<file path="src/hw/rtl/assert_macros.svh">
// Assertion macros shared by the load/store align unit RTL.
// No dependencies; included by files that carry concurrent checks.
`ifndef ASSERT_MACROS_SVH
`define ASSERT_MACROS_SVH

// Same-cycle implication, disabled while reset is asserted (active low).
`define ASSERT_IMPLY(lbl, clk, rst_n, ante, cons) \
    lbl: assert property (@(posedge clk) disable iff (!rst_n) (ante) |-> (cons)) \
        else $error("implication check failed");

// Next-cycle implication, disabled while reset is asserted (active low).
`define ASSERT_NEXT(lbl, clk, rst_n, ante, cons) \
    lbl: assert property (@(posedge clk) disable iff (!rst_n) (ante) |=> (cons)) \
        else $error("next-cycle check failed");

`endif

</file>
<file path="src/hw/rtl/slsu_pkg.sv">
// Types, codes and constants for the SPARC load/store align unit.
// No dependencies; imported by every module of the block.
package slsu_pkg;

    localparam logic [31:0] ATOMIC_MASK     = 32'hc168_0000;
    localparam logic [31:0] ATOMIC_MATCH    = 32'hc068_0000;
    localparam logic [5:0]  OP3_LDFSR       = 6'h21;
    localparam logic [5:0]  OP3_STFSR       = 6'h25;
    localparam logic [1:0]  OP_MEM          = 2'b11;
    localparam logic [31:0] KERNEL_BASE_RST = 32'hf000_0000;

    localparam int unsigned PADDR_W = 3;
    localparam logic        REG_KERNEL_BASE = 1'b0;   // word index of the register

    localparam logic [3:0] SIZE_BYTE  = 4'd1;
    localparam logic [3:0] SIZE_HALF  = 4'd2;
    localparam logic [3:0] SIZE_WORD  = 4'd4;
    localparam logic [3:0] SIZE_DWORD = 4'd8;

    // Integer size codes in op3[1:0]
    localparam logic [1:0] SZ_WORD  = 2'd0;
    localparam logic [1:0] SZ_BYTE  = 2'd1;
    localparam logic [1:0] SZ_HALF  = 2'd2;
    localparam logic [1:0] SZ_DWORD = 2'd3;

    typedef enum logic [1:0] {
        ST_DONE        = 2'd0,
        ST_NOT_HANDLED = 2'd1,
        ST_FAULT       = 2'd2
    } t_status;

    typedef struct packed {
        logic [63:0] load_bytes;
        logic [63:0] store_value;
        logic [31:0] index_value;
        logic [31:0] base_value;
        logic [31:0] instruction;
    } t_req;

    typedef struct packed {
        logic [63:0] mem_data;
        logic [63:0] reg_data;
        logic [4:0]  dest_reg;
        logic        misaligned;
        logic [3:0]  access_size;
        logic [31:0] address;
        logic        targets_fsr;
        logic        is_float;
        logic        is_store;
        t_status     status;
    } t_resp;

endpackage

</file>
<file path="src/hw/rtl/slsu_cfg.sv">
// APB register file of the load/store align unit: the kernel base register.
// Depends on slsu_pkg.
module slsu_cfg
    import slsu_pkg::*;
(
    input  logic               i_clk,
    input  logic               i_rst_n,
    input  logic               psel,
    input  logic               penable,
    input  logic               pwrite,
    input  logic [PADDR_W-1:0] paddr,
    input  logic [31:0]        pwdata,
    output logic [31:0]        prdata,
    output logic               pready,
    output logic [31:0]        o_kernel_base
);

    logic [31:0] r_kernel_base;
    logic        w_hit;

    // decode on the word index only; byte offset bits are ignored
    assign w_hit  = (paddr[PADDR_W-1] == REG_KERNEL_BASE);
    assign pready = 1'b1;

    always_ff @(posedge i_clk) begin
        if (!i_rst_n) begin
            r_kernel_base <= KERNEL_BASE_RST;
        end else if (psel && penable && pwrite && pready && w_hit) begin
            r_kernel_base <= pwdata;
        end
    end

    assign prdata        = w_hit ? r_kernel_base : 32'h0;
    assign o_kernel_base = r_kernel_base;

endmodule

</file>
<file path="src/hw/rtl/slsu_decode.sv">
// Single-pass decode: effective address, size, kernel check and data steering.
// Depends on slsu_pkg.
module slsu_decode
    import slsu_pkg::*;
(
    input  t_req        i_req,
    input  logic [31:0] i_kernel_base,
    output t_resp       o_resp
);

    logic [31:0] w_inst;
    logic [5:0]  w_op3;
    logic [1:0]  w_sz;
    logic        w_imm, w_flt, w_store, w_sgn;
    logic        w_unhandled;
    logic [3:0]  w_size;
    logic [3:0]  w_size_m1;
    logic [31:0] w_offset;
    logic [31:0] w_addr;
    logic        w_fault;
    logic [31:0] w_word;
    logic [63:0] w_rdata;
    logic [63:0] w_mdata;

    assign w_inst  = i_req.instruction;
    assign w_op3   = w_inst[24:19];
    assign w_sz    = w_inst[20:19];
    assign w_imm   = w_inst[13];
    assign w_flt   = w_inst[24];
    assign w_store = w_inst[21];
    assign w_sgn   = w_inst[22];

    // non-memory, alternate space, ldstub/swap, quad float
    assign w_unhandled = (w_inst[31:30] != OP_MEM)
                      || (!w_imm && (w_inst[12:5] != 8'h00))
                      || ((w_inst & ATOMIC_MASK) == ATOMIC_MATCH)
                      || (w_flt && (w_sz == SZ_HALF));

    always_comb begin
        if (w_flt) begin
            w_size = (w_sz == SZ_DWORD) ? SIZE_DWORD : SIZE_WORD;
        end else begin
            case (w_sz)
                SZ_WORD:  w_size = SIZE_WORD;
                SZ_BYTE:  w_size = SIZE_BYTE;
                SZ_HALF:  w_size = SIZE_HALF;
                SZ_DWORD: w_size = SIZE_DWORD;
                default:  w_size = SIZE_WORD;
            endcase
        end
    end

    assign w_offset  = w_imm ? {{19{w_inst[12]}}, w_inst[12:0]} : i_req.index_value;
    assign w_addr    = i_req.base_value + w_offset;
    assign w_fault   = (w_addr >= i_kernel_base);
    assign w_size_m1 = w_size - 4'd1;

    // load steering: extend byte/half into the upper word
    always_comb begin
        w_word = i_req.load_bytes[31:0];
        case (w_size)
            SIZE_BYTE: w_word = {{24{w_sgn & i_req.load_bytes[7]}}, i_req.load_bytes[7:0]};
            SIZE_HALF: w_word = {{16{w_sgn & i_req.load_bytes[15]}}, i_req.load_bytes[15:0]};
            default:   w_word = i_req.load_bytes[31:0];
        endcase
        w_rdata = (w_size == SIZE_DWORD) ? i_req.load_bytes : {w_word, 32'h0};
    end

    // store steering from the rd word (or the pair for doubles)
    always_comb begin
        case (w_size)
            SIZE_BYTE: w_mdata = {56'h0, i_req.store_value[39:32]};
            SIZE_HALF: w_mdata = {48'h0, i_req.store_value[47:32]};
            SIZE_WORD: w_mdata = {32'h0, i_req.store_value[63:32]};
            default:   w_mdata = i_req.store_value;
        endcase
    end

    always_comb begin
        o_resp = '0;
        if (w_unhandled) begin
            o_resp.status = ST_NOT_HANDLED;
        end else begin
            o_resp.status      = w_fault ? ST_FAULT : ST_DONE;
            o_resp.is_store    = w_store;
            o_resp.is_float    = w_flt;
            o_resp.targets_fsr = w_flt && ((w_op3 == OP3_LDFSR) || (w_op3 == OP3_STFSR));
            o_resp.address     = w_addr;
            o_resp.access_size = w_size;
            o_resp.misaligned  = |(w_addr[3:0] & w_size_m1);
            o_resp.dest_reg    = w_inst[29:25];
            if (!w_fault) begin
                o_resp.reg_data = w_store ? 64'h0 : w_rdata;
                o_resp.mem_data = w_store ? w_mdata : 64'h0;
            end
        end
    end

endmodule

</file>
<file path="src/hw/rtl/sparc_load_store_align_unit.sv">
// Top level of the SPARC load/store align unit: input stage, decode, result stage.
// Depends on slsu_pkg, slsu_cfg, slsu_decode and assert_macros.svh.
//
// Usage:
//   Slave stream: one beat per memory instruction, carrying the instruction word,
//   rs1 and rs2 values, the store register pair and the raw load bytes.
//   Master stream: one result beat per input beat, in order: status, access kind,
//   effective address, size, misalignment, rd and the steered load/store data.
//   APB port: kernel_base at byte address 0; write it only while the unit is idle.
// Pipeline: a beat accepted from the slave stream sits in the input register,
//   decode logic loads the result register from it once the result stage is
//   free, and the receiver takes the result from that register.
// Throughput: 1 beat per cycle while tready is high; the critical path is the
//   32-bit address add, then the kernel-base compare, both in the decode stage.
// Reset (synchronous, active low): both stage valids clear and kernel_base
//   returns to 0xF0000000; payload registers are not reset.
// Stall: when the receiver holds tready low, the result register keeps its beat,
//   the input stage fills once more and then tready drops on the slave side.
//   No beat is dropped or repeated.
`include "assert_macros.svh"

module sparc_load_store_align_unit
    import slsu_pkg::*;
(
    input  logic               i_clk,
    input  logic               i_rst_n,
    // slave stream
    input  logic               i_s_axis_tvalid,
    output logic               o_s_axis_tready,
    // [31:0] instruction, [63:32] base_value, [95:64] index_value,
    // [159:96] store_value, [223:160] load_bytes
    input  logic [223:0]       i_s_axis_tdata,
    // master stream
    output logic               o_m_axis_tvalid,
    input  logic               i_m_axis_tready,
    // [1:0] status, [2] is_store, [3] is_float, [4] targets_fsr, [36:5] address,
    // [40:37] access_size, [41] misaligned, [46:42] dest_reg, [110:47] reg_data,
    // [174:111] mem_data, [175] zero pad
    output logic [175:0]       o_m_axis_tdata,
    // APB configuration
    input  logic               psel,
    input  logic               penable,
    input  logic               pwrite,
    input  logic [PADDR_W-1:0] paddr,
    input  logic [31:0]        pwdata,
    output logic [31:0]        prdata,
    output logic               pready
);

    logic        r_s1_valid;
    t_req        r_s1_req;
    logic        r_out_valid;
    t_resp       r_out;
    logic        w_s2_ready;
    logic        w_s1_ready;
    logic [31:0] w_kernel_base;
    t_resp       w_resp;

    slsu_cfg u_cfg (
        .i_clk         (i_clk),
        .i_rst_n       (i_rst_n),
        .psel          (psel),
        .penable       (penable),
        .pwrite        (pwrite),
        .paddr         (paddr),
        .pwdata        (pwdata),
        .prdata        (prdata),
        .pready        (pready),
        .o_kernel_base (w_kernel_base)
    );

    // result register frees when empty or being drained this cycle
    assign w_s2_ready      = !r_out_valid || i_m_axis_tready;
    assign w_s1_ready      = !r_s1_valid || w_s2_ready;
    assign o_s_axis_tready = w_s1_ready;

    // input stage
    always_ff @(posedge i_clk) begin
        if (!i_rst_n) begin
            r_s1_valid <= 1'b0;
        end else if (w_s1_ready) begin
            r_s1_valid <= i_s_axis_tvalid;
        end
    end

    always_ff @(posedge i_clk) begin
        if (i_s_axis_tvalid && w_s1_ready) begin
            r_s1_req <= i_s_axis_tdata;
        end
    end

    slsu_decode u_decode (
        .i_req         (r_s1_req),
        .i_kernel_base (w_kernel_base),
        .o_resp        (w_resp)
    );

    // result stage
    always_ff @(posedge i_clk) begin
        if (!i_rst_n) begin
            r_out_valid <= 1'b0;
        end else if (w_s2_ready) begin
            r_out_valid <= r_s1_valid;
        end
    end

    always_ff @(posedge i_clk) begin
        if (r_s1_valid && w_s2_ready) begin
            r_out <= w_resp;
        end
    end

    assign o_m_axis_tvalid = r_out_valid;
    assign o_m_axis_tdata  = {1'b0, r_out};

    // a beat in the input stage is never lost while the result stage is blocked
    `ASSERT_NEXT(a_s1_hold, i_clk, i_rst_n, r_s1_valid && !w_s2_ready, r_s1_valid)
    // unhandled instructions carry nothing but their status
    `ASSERT_IMPLY(a_nh_clean, i_clk, i_rst_n,
        r_out_valid && (r_out.status == ST_NOT_HANDLED),
        (r_out.access_size == 4'd0) && (r_out.address == 32'h0) && !r_out.is_store)
    // a kernel-address fault moves no data
    `ASSERT_IMPLY(a_fault_nodata, i_clk, i_rst_n,
        r_out_valid && (r_out.status == ST_FAULT),
        (r_out.reg_data == 64'h0) && (r_out.mem_data == 64'h0))
    // a store never produces register data
    `ASSERT_IMPLY(a_store_noreg, i_clk, i_rst_n,
        r_out_valid && r_out.is_store, r_out.reg_data == 64'h0)

endmodule
</file>
<file path="config.mk">
export PLATFORM = sky130hd
export DESIGN_NAME = sparc_load_store_align_unit
export DESIGN_NICKNAME = d
export VERILOG_FILES = /design/src/hw/rtl/slsu_pkg.sv /design/src/hw/rtl/slsu_cfg.sv /design/src/hw/rtl/slsu_decode.sv /design/src/hw/rtl/sparc_load_store_align_unit.sv
export VERILOG_INCLUDE_DIRS = /design/src /design/src/hw/rtl
export SDC_FILE = /design/constraint.sdc
export NUM_CORES = 1
export LEC_CHECK = 0
export BUFFER_PORTS_ARGS = -buffer_cell sky130_fd_sc_hd__buf_2
export CAP_MARGIN = 20
export CORE_MARGIN = 4
export CORE_UTILIZATION = 35
export DETAILED_ROUTE_END_ITERATION = 10
export SLEW_MARGIN = 5
export SYNTH_ARGS = -nofsm -noshare
export SYNTH_HDL_FRONTEND = slang
export SYNTH_HIERARCHICAL = 1
export SYNTH_SLANG_ARGS = --single-unit
</file>
<file path="constraint.sdc">
create_clock -name i_clk -period 15.5 [get_ports i_clk]
set_input_delay 2.325 -clock i_clk [delete_from_list [all_inputs] [get_ports i_clk]]
set_output_delay 2.325 -clock i_clk [all_outputs]
set_load 0.1 [all_outputs]
</file>
# Yosys cells after proc, flatten, opt, wreduce, memory -nomap -nowiden
# Index checks and enable logic that the tools add are counted.
[totals]
output_inout_bits = 211
inputBits = 266
word_cells = 71
reg_bits = 433
[classes]
eq_ne = 11
bitwise_logic = 6
n_addsub = 2
n_lt_le_gt_ge = 1
n_reduce_logical = 23
muxes = 9
[ops]
columns = ["op", "n"]
rows = [
  ["64-bit one-hot mux with 3 select lines", 1],
  ["32-bit 2-to-1 mux", 2],
  ["64-bit 2-to-1 mux", 1],
  ["32-bit one-hot mux with 2 select lines", 1],
  ["32-bit adder", 1],
  ["32-bit greater-or-equal comparator", 1],
  ["6-bit equality test, second input constant", 3],
  ["4-bit one-hot mux with 4 select lines", 1],
  ["1-bit logical AND", 8],
  ["4-bit 2-to-1 mux", 2],
  ["8-bit nonzero test", 1],
  ["4-bit OR reduction", 2],
  ["1-bit logical OR", 6],
  ["3-bit OR reduction", 2],
  ["4-bit AND", 1],
  ["2-bit equality test, second input constant", 2],
  ["4-bit by 1-bit equality test with 1-bit output, second input constant", 1],
  ["4-bit by 2-bit equality test with 1-bit output, second input constant", 1],
  ["4-bit by 3-bit equality test with 1-bit output, second input constant", 1],
  ["4-bit equality test, second input constant", 1],
  ["4-bit by 1-bit subtractor with 4-bit output, second input constant", 1],
  ["1-bit logical NOT", 3],
  ["1-bit NOT", 3],
  ["1-bit AND", 2],
  ["other kinds (4)", 4],
]

# Longest topological paths before layout
[logic_depth]
ltp_word = 6
ltp_mapped = 24
mapped_depth_nobuf = 19

# Cells and area by module
# The synthesis kept the hierarchy.
[by_module_without_submodules]
columns = ["module", "seq_area_each_um2", "instances", "area_each_um2", "cells_per_inst"]
rows = [
  ["sparc_load_store_align_unit", 12021.5, 1, 12096.6, 410],
  ["slsu_decode", 0.0, 1, 5346.4, 829],
  ["slsu_cfg", 640.6, 1, 1557.7, 177],
]

# Least setup slack after synthesis
# Ideal clock, no wire load.
[synth_timing]
kind = "input port to flip-flop"
start = "in i_m_axis_tready"
end = "reg r_s1_req[0] (netlist bit) (enable)"
n_path_buf = 0
setup_time_ps = 883
required_time_ps = 14617
setup_slack_ps = 1477
stages = 2
arrival_ps = 13140
path_cell_list = "nor2b_4 -> a21oi_1"
[synth_via]
elab_chain_len = 3
[synth_rtl]
columns = ["item", "line", "source"]
rows = [
  ["start, declared", "sparc_load_store_align_unit.sv:35", "input logic i_m_axis_tready,"],
  ["1-bit logical OR", "sparc_load_store_align_unit.sv:73", "assign w_s2_ready = !r_out_valid || i_m_axis_tready;"],
  ["1-bit logical OR", "sparc_load_store_align_unit.sv:74", "assign w_s1_ready = !r_s1_valid || w_s2_ready;"],
  ["1-bit logical AND", "sparc_load_store_align_unit.sv:87", "if (i_s_axis_tvalid && w_s1_ready) begin"],
  ["end signal, assigned", "sparc_load_store_align_unit.sv:88", "r_s1_req <= i_s_axis_tdata;"],
  ["end, declared", "sparc_load_store_align_unit.sv:51", "t_req r_s1_req;"],
]
# No other way between the ends.
# A chain may end at the register's enable or synchronous reset.

# Worst setup path after layout
[layout_timing]
start = "reg r_s1_req[13] (netlist bit)"
end = "reg r_out (netlist bit o_m_axis_tdata[155]) (data pin)"
[layout_via]
elab_chain_len = 6
elab_cells_between_ends = 9
classes_between = "add/sub (1); order compare (1); mux (1); reduce/logical (6)"
[layout_rtl]
columns = ["item", "line", "source"]
rows = [
  ["branches (longest 5 deep; another with 32-bit adder)", "n/a", ""],
  ["3-bit OR reduction (no source line) *", "n/a", ""],
  ["end signal, assigned", "sparc_load_store_align_unit.sv:109", "r_out <= w_resp;"],
  ["end, declared", "sparc_load_store_align_unit.sv:53", "t_resp r_out;"],
]
# Every way passes the cells marked *.

==> flow_metrics.py <==
metrics = {
    "timing": {
        "hold_ws_ps": 474,
        "tns_ps": 0,
        "setup_viol": 0,
        "rsz0062_at_grt": "false",
        "slew-limit-headroom": 0.330,
        "hold_violations": 0,
        "drv_slew": 0,
        "max_freq_mhz": 149,
        "fin_skew_ps": 21.8,
        "min_period_over_period": 0.432,
        "tightestPinTransition_ps": 1010,
        "fin_ws_ps": 8800,
        "final_period_minus_worst_setup_slack_ps": 6700,
    },
    "critical_path": {
        "slowest_delay_ps": 770,
        "slowest_stage": "buf_4",
        "r2r_slack_ps": 8800,
        "r2r_cells": 19,
        "r2r_end": "o_m_axis_tdata[155]$_DFFE_PP_",
        "critPathLaunchType": "register",
        "cp_data_required_time_ps": 15780,
        "reg2reg_from": "r_s1_req[13]$_DFFE_PP_",
        "crit_chain": "buf_4, nand2_1, o21ai_0, ha_1, nand4_1, a211oi_1, a21oi_2, nor4b_1, nor3_1, xnor2_1, ha_1, nand4_1, nor2_1, nand3_1, a2111oi_0, o31ai_1, nand2_4, buf_4, nor3_1",
        "crit_type": "reg -> reg",
        "end_kind": "register",
        "path_max_fanout": 77,
        "crit_arrival_ps": 6980,
    },
    "die": {
        "rows": 84,
        "start_util": 0.356,
        "ioPinCount": 477,
        "fp.dieH_um": 240,
        "design.die.area_um2": 57600,
        "dieWidth_um": 240,
        "core_area_um2": 53000,
    },
    "routing": {
        "num_vias": 13000,
        "initialDrtViolationCount": 997,
        "wl_per_cell_um": 20.9,
        "top_layer": "met5",
        "wl_mm": 54.2,
        "met3_length_mm": 5.31,
        "first_pass_iters": 5,
        "via_per_inst": 5.02,
        "drt_drc_violations_left": 0,
        "route.met2.wl_mm": 26.0,
        "m1WireLength_mm": 21.6,
        "antenna_left": 0,
    },
    "global_route": {
        "grt_usage": 0.177,
        "grt_pass1_wl_mm": 78.1,
        "antenna_found_initial": 13,
        "grt_pass1_vias": 13000,
        "grt_start_max_net_pins": 149,
        "overflow": 0,
    },
    "placement": {
        "io_buffers": 467,
        "hpwl_mm": 38.6,
        "dp_slack_ps": 8750,
        "gp_congestion": 0.966,
    },
    "yosys": {
        "syn-num-nets": 1744,
        "syn-cell-area_um2": 18900,
        "synth_cells": 1411,
        "syn_avg_cell_area_um2": 13.4,
        "yosysWarnings": 6,
    },
    "clocking": {
        "numCtsBuffers": 47,
        "cts-root-buf": "clkbuf_16",
        "cts_tree": "built",
        "htree_num_levels": 2,
        "cts.sinks": 428,
        "cts.clk_slew.worst_paths_ps": 60,
        "post-cts-setup-buffers": 0,
        "cts_resized": 0,
        "ctsHoldBuffers": 0,
        "clk_path_buf_depth": 3,
        "clk_latency_ps": 580,
    },
    "cells_and_area": {
        "nFillCells": 4915,
        "fin_nets": 2192,
        "seq_area_um2": 12500,
        "multiInputGateArea_um2": 5620,
        "drive_gt1_frac": 0.324,
        "area_growth_pct": 24.4,
    },
    "job": {
        "maxCapViolCount": 0,
    },
    "pwr": {
        "leakagePower_nw": 9.05,
        "p_per_area_nw_per_um2": 130,
        "p_total_w": 0.00304,
        "ir_drop_uv": 87.4,
    },
    "hold_path": {
        "hold_path_class": "reg -> reg",
        "min_from": "u_cfg/o_kernel_base[22]$_SDFFE_PN0P_",
        "worstHoldPathCells": 2,
        "whs_endpoint": "u_cfg/o_kernel_base[22]$_SDFFE_PN0P_",
    },
    "status": {
        "outcome": "finished clean",
    },
}
==> layout by cell type, fill, tap and decap left out, types with 18 or more instances in the layout <==
cell type  instances
a21oi_1           43
a221oi_1          18
a22oi_1           34
and2_1            34
buf_2            467
clkbuf_16         48
dfxtp_1           34
edfxtp_1         394
ha_1              66
inv_1             84
mux2i_1           43
nand2_1          125
nor2_1            54
nor2b_1           42
nor3_1            97
nor4_2            19
o21ai_0           39
==> where the power goes <==
part           internal, W  leakage [nW]  switching (W)
combinational     0.000134          4.24       0.000385
clock             0.000705         0.788       0.000469
sequential         0.00133          4.02      0.0000237
total              0.00217          9.05       0.000878
==> metal layers <==
layer | track usage | up-vias
li1 | - | 6150
met1 | 0.220 | 6215
met2 | 0.300 | 540
met3 | 0.0539 | 95
met4 | 0.0490 | 12
met5 | 0 | -
==> final cells by class <==
class,count,area share
sequential,428,0.534
multi-input combinational,813,0.240
timing repair buffer,484,0.106
clock buffer,54,0.0522
tap,688,0.0367
clock inverter,31,0.0173
inverter,85,0.0136
antenna,10,0.00107
==> metrics by stage <==
stage / instances / utilization / cell area [um^2]
final: 2593 / 0.443 / 23400
after global routing: 2587 / 0.442 / 23400
after floorplan: 1411 / - / 18900
after detailed placement: 2498 / 0.411 / 21800
after CTS: 2583 / 0.442 / 23400
after global placement: 2498 / 0.411 / 21800
==> registers in the layout, summed over array words and instances, names as in the netlist <==
| signal | count |
|---|---|
| r_s1_valid | 1 |
| o_m_axis_tdata | 175 |
| u_cfg/o_kernel_base | 32 |
| r_s1_req | 219 |
| o_m_axis_tvalid | 1 |
==> worst max-delay path: cells and delay by family, from the launching register on <==
kind,cells,cell delay [ps]
xor gates and xnor gates,1,190
DFF,1,360
and+or+nand+nor,9,2380
adders and majority gates,2,760
AOI/OAI and AO/OA,5,1550
buffers and inverters,2,1030
==> how the worst max path moves through the flow <==
stage                                      start                            end  slack, ps  cells after the start
after detailed placement  r_s1_req[13]$_DFFE_PP_  o_m_axis_tdata[155]$_DFFE_PP_       8750                     19
after floorplan                  i_m_axis_tready          r_s1_req[0]$_DFFE_PP_       1730                      2
after global placement    r_s1_req[13]$_DFFE_PP_  o_m_axis_tdata[165]$_DFFE_PP_       8850                     19
final                     r_s1_req[13]$_DFFE_PP_  o_m_axis_tdata[155]$_DFFE_PP_       8800                     19
after CTS                 r_s1_req[13]$_DFFE_PP_  o_m_axis_tdata[142]$_DFFE_PP_       8730                     19
after global routing      r_s1_req[13]$_DFFE_PP_  o_m_axis_tdata[141]$_DFFE_PP_       8170                     19
Power figures use the tool's default switching activity.
